<file path="config.mk">
export PLATFORM = sky130hd
export DESIGN_NAME = modbus_rtu_master_transaction_unit
export DESIGN_NICKNAME = d
export VERILOG_FILES = /design/src/mbrtu_pkg.sv /design/src/mbrtu_rx_check.sv /design/src/modbus_rtu_master_transaction_unit.sv
export SDC_FILE = /design/constraint.sdc
export NUM_CORES = 1
export LEC_CHECK = 0
export BUFFER_PORTS_ARGS = -buffer_cell sky130_fd_sc_hd__buf_2
export CAP_MARGIN = 30
export CORE_MARGIN = 4
export CORE_UTILIZATION = 59
export CTS_BUF_LIST = sky130_fd_sc_hd__clkbuf_16
export DETAILED_ROUTE_END_ITERATION = 6
export PLACE_DENSITY = 0.83
export SLEW_MARGIN = 20
export SYNTH_ARGS = -nofsm -noshare
export SYNTH_HDL_FRONTEND = slang
export SYNTH_HIERARCHICAL = 1
export SYNTH_SLANG_ARGS = --single-unit
</file>
<file path="constraint.sdc">
create_clock -name clk_i -period 4.85 [get_ports clk_i]
set_input_delay 0.2425 -clock clk_i [delete_from_list [all_inputs] [get_ports clk_i]]
set_output_delay 0.2425 -clock clk_i [all_outputs]
set_load 0.005 [all_outputs]
</file>
<file path="src/mbrtu_pkg.sv">
// Shared types, constants and the CRC-16/MODBUS byte update for the transaction unit.
package mbrtu_pkg;

  typedef enum logic [1:0] {
    OpStart   = 2'd0,
    OpByte    = 2'd1,
    OpTimeout = 2'd2
  } op_e;

  localparam logic [15:0] CrcInit     = 16'hFFFF;
  localparam logic [15:0] CrcPoly     = 16'hA001;
  localparam logic [7:0]  ExcFlag     = 8'h80;
  localparam logic [8:0]  ExcLen      = 9'd5;
  localparam logic [8:0]  MaxLenReset = 9'd260;
  localparam logic [8:0]  SkipLast    = 9'd4;
  localparam logic [8:0]  HdrLast     = 9'd2;
  localparam logic [2:0]  CrcLoIdx    = 3'd6;
  localparam logic [2:0]  ReqLastIdx  = 3'd7;

  // Request values that the reply checker compares against.
  typedef struct packed {
    logic [7:0] slave;
    logic [7:0] func;
    logic [7:0] addr_hi;
    logic       accept;
  } held_t;

  // One transaction outcome, valid for the cycle in which it is decided.
  typedef struct packed {
    logic       valid;
    logic       fail;
    logic [8:0] len;
    logic       exc;
  } outcome_t;

  function automatic logic [15:0] crc_byte(input logic [15:0] crc, input logic [7:0] b);
    logic [15:0] c;
    c = crc ^ {8'h00, b};
    for (int i = 0; i < 8; i++) begin
      c = c[0] ? ((c >> 1) ^ CrcPoly) : (c >> 1);
    end
    return c;
  endfunction

endpackage

</file>
<file path="src/mbrtu_rx_check.sv">
// Reply checker: header echo skip, frame length, CRC check and outcome decision.
module mbrtu_rx_check import mbrtu_pkg::*; (
  input  logic       clk_i,
  input  logic       rst_ni,
  input  logic       step_i,
  input  logic [1:0] op_i,
  input  logic [7:0] rx_byte_i,
  input  held_t      held_i,
  input  logic [8:0] max_len_i,
  output outcome_t   outcome_o
);

  typedef enum logic [3:0] {
    PhIdle   = 4'b0001,
    PhHeader = 4'b0010,
    PhSkip   = 4'b0100,
    PhBody   = 4'b1000
  } phase_e;

  phase_e      phase_q, phase_d;
  logic [8:0]  cnt_q, cnt_d;
  logic [8:0]  exp_len_q, exp_len_d;
  logic [15:0] crc_q, crc_d;
  logic        echo_q, echo_d;
  logic [7:0]  crc_lo_q, crc_lo_d;
  logic [7:0]  hdr0_q, hdr0_d;
  logic [7:0]  hdr1_q, hdr1_d;

  logic [7:0]  exc_code;
  logic [8:0]  data_len;
  logic [8:0]  exp_m2;
  logic [15:0] crc_next;
  logic        is_exc;

  assign exc_code = held_i.func | ExcFlag;
  assign data_len = {1'b0, rx_byte_i} + ExcLen;
  assign exp_m2   = exp_len_q - 9'd2;
  assign crc_next = crc_byte(crc_q, rx_byte_i);
  assign is_exc   = (hdr1_q == exc_code);

  always_comb begin
    phase_d   = phase_q;
    cnt_d     = cnt_q;
    exp_len_d = exp_len_q;
    crc_d     = crc_q;
    echo_d    = echo_q;
    crc_lo_d  = crc_lo_q;
    hdr0_d    = hdr0_q;
    hdr1_d    = hdr1_q;
    outcome_o = '0;
    if (step_i) begin
      case (op_i)
        OpStart: begin
          phase_d   = PhHeader;
          cnt_d     = '0;
          exp_len_d = '0;
          crc_d     = CrcInit;
          echo_d    = 1'b0;
          crc_lo_d  = '0;
        end
        OpTimeout: begin
          if (phase_q != PhIdle) begin
            phase_d         = PhIdle;
            cnt_d           = '0;
            outcome_o.valid = 1'b1;
            outcome_o.fail  = 1'b1;
          end
        end
        OpByte: begin
          case (phase_q)
            PhSkip: begin
              if (cnt_q == SkipLast) begin
                phase_d = PhHeader;
                cnt_d   = '0;
                crc_d   = CrcInit;
              end else begin
                cnt_d = cnt_q + 9'd1;
              end
            end
            PhHeader: begin
              crc_d = crc_next;
              cnt_d = cnt_q + 9'd1;
              if (cnt_q == 9'd0) begin
                hdr0_d = rx_byte_i;
              end
              if (cnt_q == 9'd1) begin
                hdr1_d = rx_byte_i;
              end
              if (cnt_q == HdrLast) begin
                echo_d = 1'b1;
                if (!echo_q && hdr0_q == held_i.slave && hdr1_q == held_i.func &&
                    rx_byte_i == held_i.addr_hi) begin
                  // The request itself came back; skip its tail and read a new header.
                  phase_d = PhSkip;
                  cnt_d   = '0;
                end else if (hdr0_q != held_i.slave ||
                             (hdr1_q != exc_code && hdr1_q != held_i.func) ||
                             (hdr1_q == exc_code && ExcLen > max_len_i) ||
                             (hdr1_q != exc_code && data_len > max_len_i)) begin
                  phase_d         = PhIdle;
                  cnt_d           = '0;
                  outcome_o.valid = 1'b1;
                  outcome_o.fail  = 1'b1;
                end else begin
                  phase_d   = PhBody;
                  exp_len_d = (hdr1_q == exc_code) ? ExcLen : data_len;
                end
              end
            end
            PhBody: begin
              if (cnt_q < exp_m2) begin
                crc_d = crc_next;
                cnt_d = cnt_q + 9'd1;
              end else if (cnt_q == exp_m2) begin
                crc_lo_d = rx_byte_i;
                cnt_d    = cnt_q + 9'd1;
              end else begin
                phase_d         = PhIdle;
                cnt_d           = '0;
                outcome_o.valid = 1'b1;
                if (crc_lo_q != crc_q[7:0] || rx_byte_i != crc_q[15:8] ||
                    (is_exc && !held_i.accept)) begin
                  outcome_o.fail = 1'b1;
                end else begin
                  outcome_o.len = exp_len_q;
                  outcome_o.exc = is_exc;
                end
              end
            end
            default: ;
          endcase
        end
        default: ;
      endcase
    end
  end

  always_ff @(posedge clk_i or negedge rst_ni) begin
    if (!rst_ni) begin
      phase_q   <= PhIdle;
      cnt_q     <= '0;
      exp_len_q <= '0;
      crc_q     <= CrcInit;
      echo_q    <= 1'b0;
      crc_lo_q  <= '0;
    end else begin
      phase_q   <= phase_d;
      cnt_q     <= cnt_d;
      exp_len_q <= exp_len_d;
      crc_q     <= crc_d;
      echo_q    <= echo_d;
      crc_lo_q  <= crc_lo_d;
    end
  end

  always_ff @(posedge clk_i) begin
    hdr0_q <= hdr0_d;
    hdr1_q <= hdr1_d;
  end

  // The limit may be rewritten while a frame is still open, so only the fixed bounds hold.
  a_body_len: assert property (@(posedge clk_i) disable iff (!rst_ni)
    phase_q == PhBody |-> exp_len_q >= ExcLen && exp_len_q <= MaxLenReset)
    else $error("body phase with an impossible frame length");

  a_hdr_cnt: assert property (@(posedge clk_i) disable iff (!rst_ni)
    phase_q == PhHeader |-> cnt_q <= HdrLast)
    else $error("header counter ran past the header");

  a_skip_cnt: assert property (@(posedge clk_i) disable iff (!rst_ni)
    phase_q == PhSkip |-> cnt_q <= SkipLast)
    else $error("skip counter ran past the echoed tail");

endmodule

</file>
<file path="src/modbus_rtu_master_transaction_unit.sv">
// Top level of the Modbus RTU master read transaction unit.
// Usage: each input word carries an op. A start word latches the request and
// produces eight transmit words (slave, function, address, quantity, then the
// CRC-16/MODBUS low byte and high byte); the eighth has last set. Received
// byte words are checked against the request and the reply frame; once the
// frame is complete or rejected, or on a timeout word while a reply is
// awaited, a single outcome word (kind 1, last 1) reports success with the
// frame length, or failure. Bytes or timeouts while idle and op code 3
// produce nothing. The configuration channel writes the largest accepted
// reply length; it is always ready and takes effect from the next word.
// An input word is registered in the input register, then decided once the
// output register is free; its result words go out through that register.
// Throughput: one input word per cycle while the output side keeps up; a
// start word holds the output until all eight transmit words are taken,
// limited by the single output register.
// When the receiver stalls, one further input word waits in the input
// register. Reset empties both registers, returns the checker to idle and
// sets the length limit to 260.
module modbus_rtu_master_transaction_unit import mbrtu_pkg::*; (
  input  logic        clk_i,
  input  logic        rst_ni,
  input  logic        cfg_valid_i,
  output logic        cfg_ready_o,
  input  logic [8:0]  cfg_data_i,
  input  logic        in_valid_i,
  output logic        in_ready_o,
  input  logic [1:0]  op_i,
  input  logic [7:0]  slave_address_i,
  input  logic [7:0]  function_code_i,
  input  logic [15:0] register_address_i,
  input  logic [15:0] quantity_i,
  input  logic        accept_exception_i,
  input  logic [7:0]  rx_byte_i,
  output logic        out_valid_o,
  input  logic        out_ready_i,
  output logic        kind_o,
  output logic [7:0]  tx_byte_o,
  output logic        last_o,
  output logic        status_o,
  output logic [8:0]  response_length_o,
  output logic        exception_reply_o
);

  logic [8:0]  max_len_q;

  logic        in_full_q;
  logic [1:0]  op_q;
  logic [7:0]  slave_q;
  logic [7:0]  func_q;
  logic [15:0] addr_q;
  logic [15:0] qty_q;
  logic        accept_q;
  logic [7:0]  rx_q;

  logic [7:0]  held_slave_q;
  logic [7:0]  held_func_q;
  logic [15:0] held_addr_q;
  logic [15:0] held_qty_q;
  logic        held_accept_q;

  logic        out_valid_q;
  logic        out_req_q;
  logic [2:0]  idx_q;
  logic [15:0] txcrc_q;
  logic        fail_q;
  logic [8:0]  len_q;
  logic        exc_q;

  logic        out_last;
  logic        out_free;
  logic        core_take;
  logic        in_load;
  logic        out_fire;
  logic [7:0]  req_byte;
  held_t       held;
  outcome_t    outcome;

  assign cfg_ready_o = 1'b1;

  always_comb begin
    case (idx_q)
      3'd0:    req_byte = held_slave_q;
      3'd1:    req_byte = held_func_q;
      3'd2:    req_byte = held_addr_q[15:8];
      3'd3:    req_byte = held_addr_q[7:0];
      3'd4:    req_byte = held_qty_q[15:8];
      3'd5:    req_byte = held_qty_q[7:0];
      3'd6:    req_byte = txcrc_q[7:0];
      default: req_byte = txcrc_q[15:8];
    endcase
  end

  assign out_last   = !out_req_q || (idx_q == ReqLastIdx);
  assign out_fire   = out_valid_q && out_ready_i;
  assign out_free   = !out_valid_q || (out_ready_i && out_last);
  assign core_take  = in_full_q && out_free;
  assign in_ready_o = !in_full_q || core_take;
  assign in_load    = in_valid_i && in_ready_o;

  assign held = '{slave: held_slave_q, func: held_func_q, addr_hi: held_addr_q[15:8],
                  accept: held_accept_q};

  mbrtu_rx_check u_rx_check (
    .clk_i     (clk_i),
    .rst_ni    (rst_ni),
    .step_i    (core_take),
    .op_i      (op_q),
    .rx_byte_i (rx_q),
    .held_i    (held),
    .max_len_i (max_len_q),
    .outcome_o (outcome)
  );

  always_ff @(posedge clk_i or negedge rst_ni) begin
    if (!rst_ni) begin
      max_len_q <= MaxLenReset;
    end else if (cfg_valid_i) begin
      max_len_q <= cfg_data_i;
    end
  end

  always_ff @(posedge clk_i or negedge rst_ni) begin
    if (!rst_ni) begin
      in_full_q <= 1'b0;
    end else if (in_load) begin
      in_full_q <= 1'b1;
    end else if (core_take) begin
      in_full_q <= 1'b0;
    end
  end

  always_ff @(posedge clk_i) begin
    if (in_load) begin
      op_q     <= op_i;
      slave_q  <= slave_address_i;
      func_q   <= function_code_i;
      addr_q   <= register_address_i;
      qty_q    <= quantity_i;
      accept_q <= accept_exception_i;
      rx_q     <= rx_byte_i;
    end
  end

  always_ff @(posedge clk_i) begin
    if (core_take && op_q == OpStart) begin
      held_slave_q  <= slave_q;
      held_func_q   <= func_q;
      held_addr_q   <= addr_q;
      held_qty_q    <= qty_q;
      held_accept_q <= accept_q;
    end
  end

  always_ff @(posedge clk_i or negedge rst_ni) begin
    if (!rst_ni) begin
      out_valid_q <= 1'b0;
      out_req_q   <= 1'b0;
      idx_q       <= '0;
    end else if (core_take && op_q == OpStart) begin
      out_valid_q <= 1'b1;
      out_req_q   <= 1'b1;
      idx_q       <= '0;
    end else if (core_take && outcome.valid) begin
      out_valid_q <= 1'b1;
      out_req_q   <= 1'b0;
    end else if (out_fire) begin
      if (out_last) begin
        out_valid_q <= 1'b0;
      end else begin
        idx_q <= idx_q + 3'd1;
      end
    end
  end

  // The request CRC is built one byte per transmitted word.
  always_ff @(posedge clk_i) begin
    if (core_take && op_q == OpStart) begin
      txcrc_q <= CrcInit;
    end else if (out_fire && out_req_q && idx_q < CrcLoIdx) begin
      txcrc_q <= crc_byte(txcrc_q, req_byte);
    end
  end

  always_ff @(posedge clk_i) begin
    if (core_take && outcome.valid) begin
      fail_q <= outcome.fail;
      len_q  <= outcome.len;
      exc_q  <= outcome.exc;
    end
  end

  assign out_valid_o       = out_valid_q;
  assign kind_o            = !out_req_q;
  assign tx_byte_o         = out_req_q ? req_byte : 8'h00;
  assign last_o            = out_last;
  assign status_o          = out_req_q ? 1'b0 : fail_q;
  assign response_length_o = out_req_q ? 9'd0 : len_q;
  assign exception_reply_o = out_req_q ? 1'b0 : exc_q;

  a_hold_input: assert property (@(posedge clk_i) disable iff (!rst_ni)
    in_full_q && !out_free |=> in_full_q && $stable(op_q) && $stable(rx_q))
    else $error("buffered input word lost while the output was busy");

  a_req_step: assert property (@(posedge clk_i) disable iff (!rst_ni)
    out_fire && out_req_q && idx_q != ReqLastIdx
    |=> out_valid_q && out_req_q && idx_q == $past(idx_q) + 3'd1)
    else $error("request byte sequence broken");

  a_ok_len: assert property (@(posedge clk_i) disable iff (!rst_ni)
    out_valid_o && kind_o && !status_o |-> response_length_o >= ExcLen)
    else $error("successful outcome with a short frame length");

  a_fail_zero: assert property (@(posedge clk_i) disable iff (!rst_ni)
    out_valid_o && kind_o && status_o |-> response_length_o == 9'd0 && !exception_reply_o)
    else $error("failure outcome carries reply details");

endmodule

</file>
* After elaboration in Yosys (flattened, before gate mapping)
Index checks and enable logic that the tools add are counted.
** Storage, ports and cells
- Register bits :: 213
- Input port bits :: 73
- Word-level logic and storage cells :: 230
** Cells by class
- Eq/ne operators :: 42
- Bitwise logic cells :: 21
- Reductions and logical operators :: 49
- $lt $le $gt $ge :: 4
- Mux-type cells :: 81
- Add/subtract/negate cells :: 4
** Operators by type and width (count)
- two-way mux 16 bit :: 18
- two-way mux 9 bit :: 13
- case mux 8 bit (7 select lines) :: 1
- case mux 9 bit (3 select lines) :: 2
- inverter 2 -> 3 bit :: 16
- case mux 16 bit (3 select lines) :: 1
- inequality test 8 bit :: 5
- two-way mux 12 bit :: 3
- == test 8 bit :: 4
- two-way mux 8 bit :: 4
- case mux 16 bit (2 select lines) :: 1
- bitwise XOR 16 x 8 -> 16 bit :: 2
- two-way mux 10 bit :: 3
- two-way mux 4 bit :: 7
- case mux 4 bit (3 select lines) :: 2
- case mux 9 bit (2 select lines) :: 1
- case mux 8 bit (2 select lines) :: 1
- AND reduction 4 bit :: 4
- logical AND 1 bit :: 15
- two-way mux 1 bit :: 13
- == test 3 bit, second input constant :: 4
- two-way mux 3 bit :: 4
- inequality test 2 bit, second input constant :: 6
- AND reduction 5 bit :: 2
- 40 further kinds :: 69

* Logic depth before layout (Yosys ltp)
- Depth in word-level cells :: 20
- Gate-level depth with buffers :: 15

* Cells and area by module
The synthesis kept the hierarchy.
** Modules (own cells, without submodules)
- modbus_rtu_master_transaction_unit :: instances 1, sequential area each 4271.6 µm², cells each 355, area each 5781.8 µm²
- mbrtu_rx_check :: instances 1, sequential area each 1677.9 µm², cells each 475, area each 4468.0 µm²

* Worst setup path after synthesis
Ideal clock, no wire load.
- Path kind :: reg-to-reg
- From :: reg idx_q[0]
- To :: reg txcrc_q[0]
- Setup slack :: 1307 ps
- Library setup time :: 126 ps
- Cell stages (with the launch flop) :: 13
- Clock period less this slack :: 3543 ps
- Required time :: 4724 ps
- Arrival :: 3417 ps
- Path through :: dfrtp_1 > ha_1 > ha_1 > nand2b_1 > nand2_1 > nand2_1 > nand2_1 > or3_1 > clkbuf_1 > clkinv_1 > nor4_1 > mux2_4 > nor3_2
** Between the ends
- Elaborated cells between the ends (all ways) :: 32
- Those cells by class :: 1 x order compare; 7 x eq/ne; 9 x mux; 8 x bitwise; 7 x reduce/logical
** RTL lines
- start, declared :: RTL line modbus_rtu_master_transaction_unit.sv:63 : logic [2:0] idx_q;
- start signal, assigned :: RTL line modbus_rtu_master_transaction_unit.sv:170 : idx_q <= idx_q + 3'd1;
- == test 3 bit :: RTL line modbus_rtu_master_transaction_unit.sv:93 : assign out_last = !out_req_q || (idx_q == ReqLastIdx);
- logical OR 1 bit :: RTL line modbus_rtu_master_transaction_unit.sv:93
- net last_o :: RTL line modbus_rtu_master_transaction_unit.sv:38 : output logic last_o,
- logical AND 1 bit :: RTL line modbus_rtu_master_transaction_unit.sv:95 : assign out_free = !out_valid_q || (out_ready_i && out_last);
- logical OR 1 bit :: RTL line modbus_rtu_master_transaction_unit.sv:95
- logical AND 1 bit :: RTL line modbus_rtu_master_transaction_unit.sv:96 : assign core_take = in_full_q && out_free;
- logical AND 1 bit :: RTL line modbus_rtu_master_transaction_unit.sv:177 : if (core_take && op_q == OpStart) begin
- end signal, assigned :: RTL line modbus_rtu_master_transaction_unit.sv:178 : txcrc_q <= CrcInit;
- end signal, assigned :: RTL line modbus_rtu_master_transaction_unit.sv:180 : txcrc_q <= crc_byte(txcrc_q, req_byte);
- end, declared :: RTL line modbus_rtu_master_transaction_unit.sv:64 : logic [15:0] txcrc_q;
The timed path passes the listed nets, and every way through them passes these cells.
A chain may end at the register's enable or synchronous reset.

==> metrics.yaml <==
dieWidth_um: 140
coreArea_um2: 16800
cts.sinks: 213
finish.utilization_pct: 73.1
grt_setup_unrepaired: "false"
mostFrequentLayoutCell: "edfxtp_1"
synth_edf_count: 135
design.die.area_um2: 19500
cap_viol_max_count: 0
p_leak_nw: 4.92
ant_nets: 0
synth_top_family_by_area: "simple AND/OR/NAND/NOR gates"
r2r_end: "len_q[3]"
placed_area_um2: 10800
cts_hold_buf: 70
critPathArrivalTime_ns: 3.85
status: "complete, no violations"
fillers: 1094
cts_max_level: 1
peakVddDrop_v: 0.000507
synth.area.mux_share_pct: 3.36
synth_fa_ha_area_share_pct: 4.15
hpwl_um: 15400
critical_path.max_stage_delay_ns: 0.60
yosys_warnings: 6
synth_compound_area_share_pct: 10.2
start_util_pct: 60.9
holdWs_ns: 0.0804
synthDistinctLibCells: 78
min_path_cells: 4
worstReg2RegStart: "rx_q[0]"
cp_slowest_cell: "edfxtp_1"
ys_async_sr_fraction_pct: 29.1
critPathKind: "register to register"
drt-total-wl_um: 24900
drive_above_1_share_pct: 20.1
cp.required_ns: 5.03
grt_usage_pct: 25.2
synthCells: 830
post_cts_resized: 0
vias: 7170
cts_max_path_buffers: 3
endpoint_kind: "register"
yosysSeqAreaShare_pct: 58.0
period_minus_slack_ns: 3.68
cp_max_fo: 12
port_buffers: 95
setup_tns_ns: 0
cts_made_buffers: 23
layout_common_cells: "135 x edfxtp_1, 96 x buf_2, 94 x nand2_1, 70 x dlygate4sd3_1, 53 x xnor2_1"
fmax_ghz: 0.272
cts_tree: "done"
via_per_inst: 5.84
slew_viol_final: 0
syn-cell-area_um2: 10200
nets: 1099
synth_ff_type: "edfxtp_1"
syn2layout_area_growth_pct: 20.0
worst_slew_pin_slew_ns: 0.871
syn_avg_cell_area_um2: 12.3
grt_antenna_before_repair: 0
cts.root.buffer_cell: "clkbuf_16"
synth-simple-area-share_pct: 12.1
min_to: "out_valid_o"
yosys.area_share.xor_xnor_pct: 9.00
worst_skew_pair.late_latency_ns: 0.53
antenna_cells: 0
grt_pass1_vias: 7202
ys_ff_latch: 213
routedWlPerCell_um: 20.3
grt_overflow: 0
stdcell_area_um2: 12300
power_density_nw_per_um2: 662
cpMostUsedCell: "ha_1"
num_rows: 47
drt_iter0_markers: 836
io_pins: 97
die_y_um: 140
path_cells: "ha_1 -> o21ai_0 -> xnor2_1 -> ha_1 -> nand4_1 -> o221ai_1 -> o211a_1 -> o32a_1 -> o211ai_1 -> nand2b_1 -> a31oi_1 -> nand2_1 -> inv_1"
post_cts.repair.setup_buffers: 0
gp_congestion: 0.965
r2r_setup_slack_ns: 1.17
firstDrtPassIters: 5
finClkSkew_ns: 0.0156
slew_headroom_pct: 41.1
finalSetupViolations: 0
grt_max_degree: 63
hold_viol_final: 0
rr_worst_depth: 13
period_share_pct: 75.8
syn_nets: 937
clk_pin_slew_ns: 0.06
drcViolationCount: 0
critPathLaunchType: "register"
worstHoldStart: "out_ready_i"
hp-class: "input port to register"
grt_pass1_wl_um: 39000
[state kept, by name, indices dropped and copies added, names as in the netlist, 9 cells and up]
name                  count
held_addr_q              16
qty_q                    16
u_rx_check/cnt_q          9
txcrc_q                  16
len_q                     9
u_rx_check/exp_len_q      9
u_rx_check/crc_q         16
held_qty_q               16
addr_q                   16
max_len_q                 9
[worst max-delay path by stage]
stage | slack (ns) | endpoint | start
finish | 1.17 | len_q[3] | rx_q[0]
global placement | 1.41 | len_q[4] | rx_q[0]
detailed placement | 1.27 | len_q[3] | rx_q[0]
global route | 0.93 | len_q[5] | rx_q[0]
floorplan | 1.31 | txcrc_q[0] | idx_q[0]
CTS | 1.24 | len_q[3] | rx_q[0]
[critical path, delay by kind of cell (launching register included)]
kind            cells  cell delay [ns]
compound gates      6             1.13
simple gates        3             0.44
buf+inv             1             0.31
fa+ha+maj           2             0.70
flops               1             0.60
xor+xnor            1             0.14
[layer usage]
metal  GRT usage [%]  vias to the layer above  wire length [µm]
met4            8.47                        0               839
li1                -                     3319                 -
met2            42.2                      316             12300
met1            33.5                     3480             10000
met3            4.29                       55              1710
met5               0                        -                 0
[cell families (layout without fill, tap and decap cells)]
| group | Yosys count | after routing |
|---|---|---|
| AND/OR/NAND/NOR | 247 | 247 |
| flip-flops | 213 | 213 |
| AO/OA/AOI/OAI | 142 | 142 |
| XOR/XNOR | 95 | 95 |
| buffers and inverters | 66 | 244 |
| adder cells (fa/ha/maj) | 34 | 34 |
| multiplexers | 32 | 32 |
| other | 1 | 1 |
[cell usage after synthesis, types with 17 or more instances]
master,number,area (µm²)
xor2_1,35,307
nand3_1,19,95.1
clkbuf_1,17,63.8
inv_1,29,109
ha_1,34,425
nand2_1,94,353
dfstp_2,19,499
dfrtp_1,43,1080
nor2_1,36,135
o21ai_1,17,85.1
a21oi_1,22,110
xnor2_1,53,464
and2_1,21,131
edfxtp_1,135,4050
[layout make-up]
cell class / count / area [µm²] / area share (%)
Multi-Input combinational cell: 551 / 3990 / 32.4
Tap cell: 220 / 275 / 2.24
Clock buffer: 23 / 576 / 4.68
Inverter: 30 / 113 / 0.916
Timing Repair Buffer: 173 / 1240 / 10.1
Clock inverter: 18 / 155 / 1.26
Sequential cell: 213 / 5950 / 48.4
[metrics by stage]
step           worst slack (ns)  cells  power [mW]
6_report                   1.17   1228        8.14
5_1_grt                   0.934   1228        8.61
4_1_cts                    1.24   1226        8.06
3_5_place_dp               1.27   1115        6.33
3_3_place_gp               1.41   1115        6.23
2_1_floorplan              1.31    830        5.59
[power by group]
part | total, mW | switching (mW) | internal, mW
combinational | 3.56 | 1.85 | 1.72
clock | 1.72 | 0.738 | 0.978
sequential | 2.86 | 0.425 | 2.44
total | 8.14 | 3.01 | 5.14
Note: power is estimated with default switching activity, not from simulation.
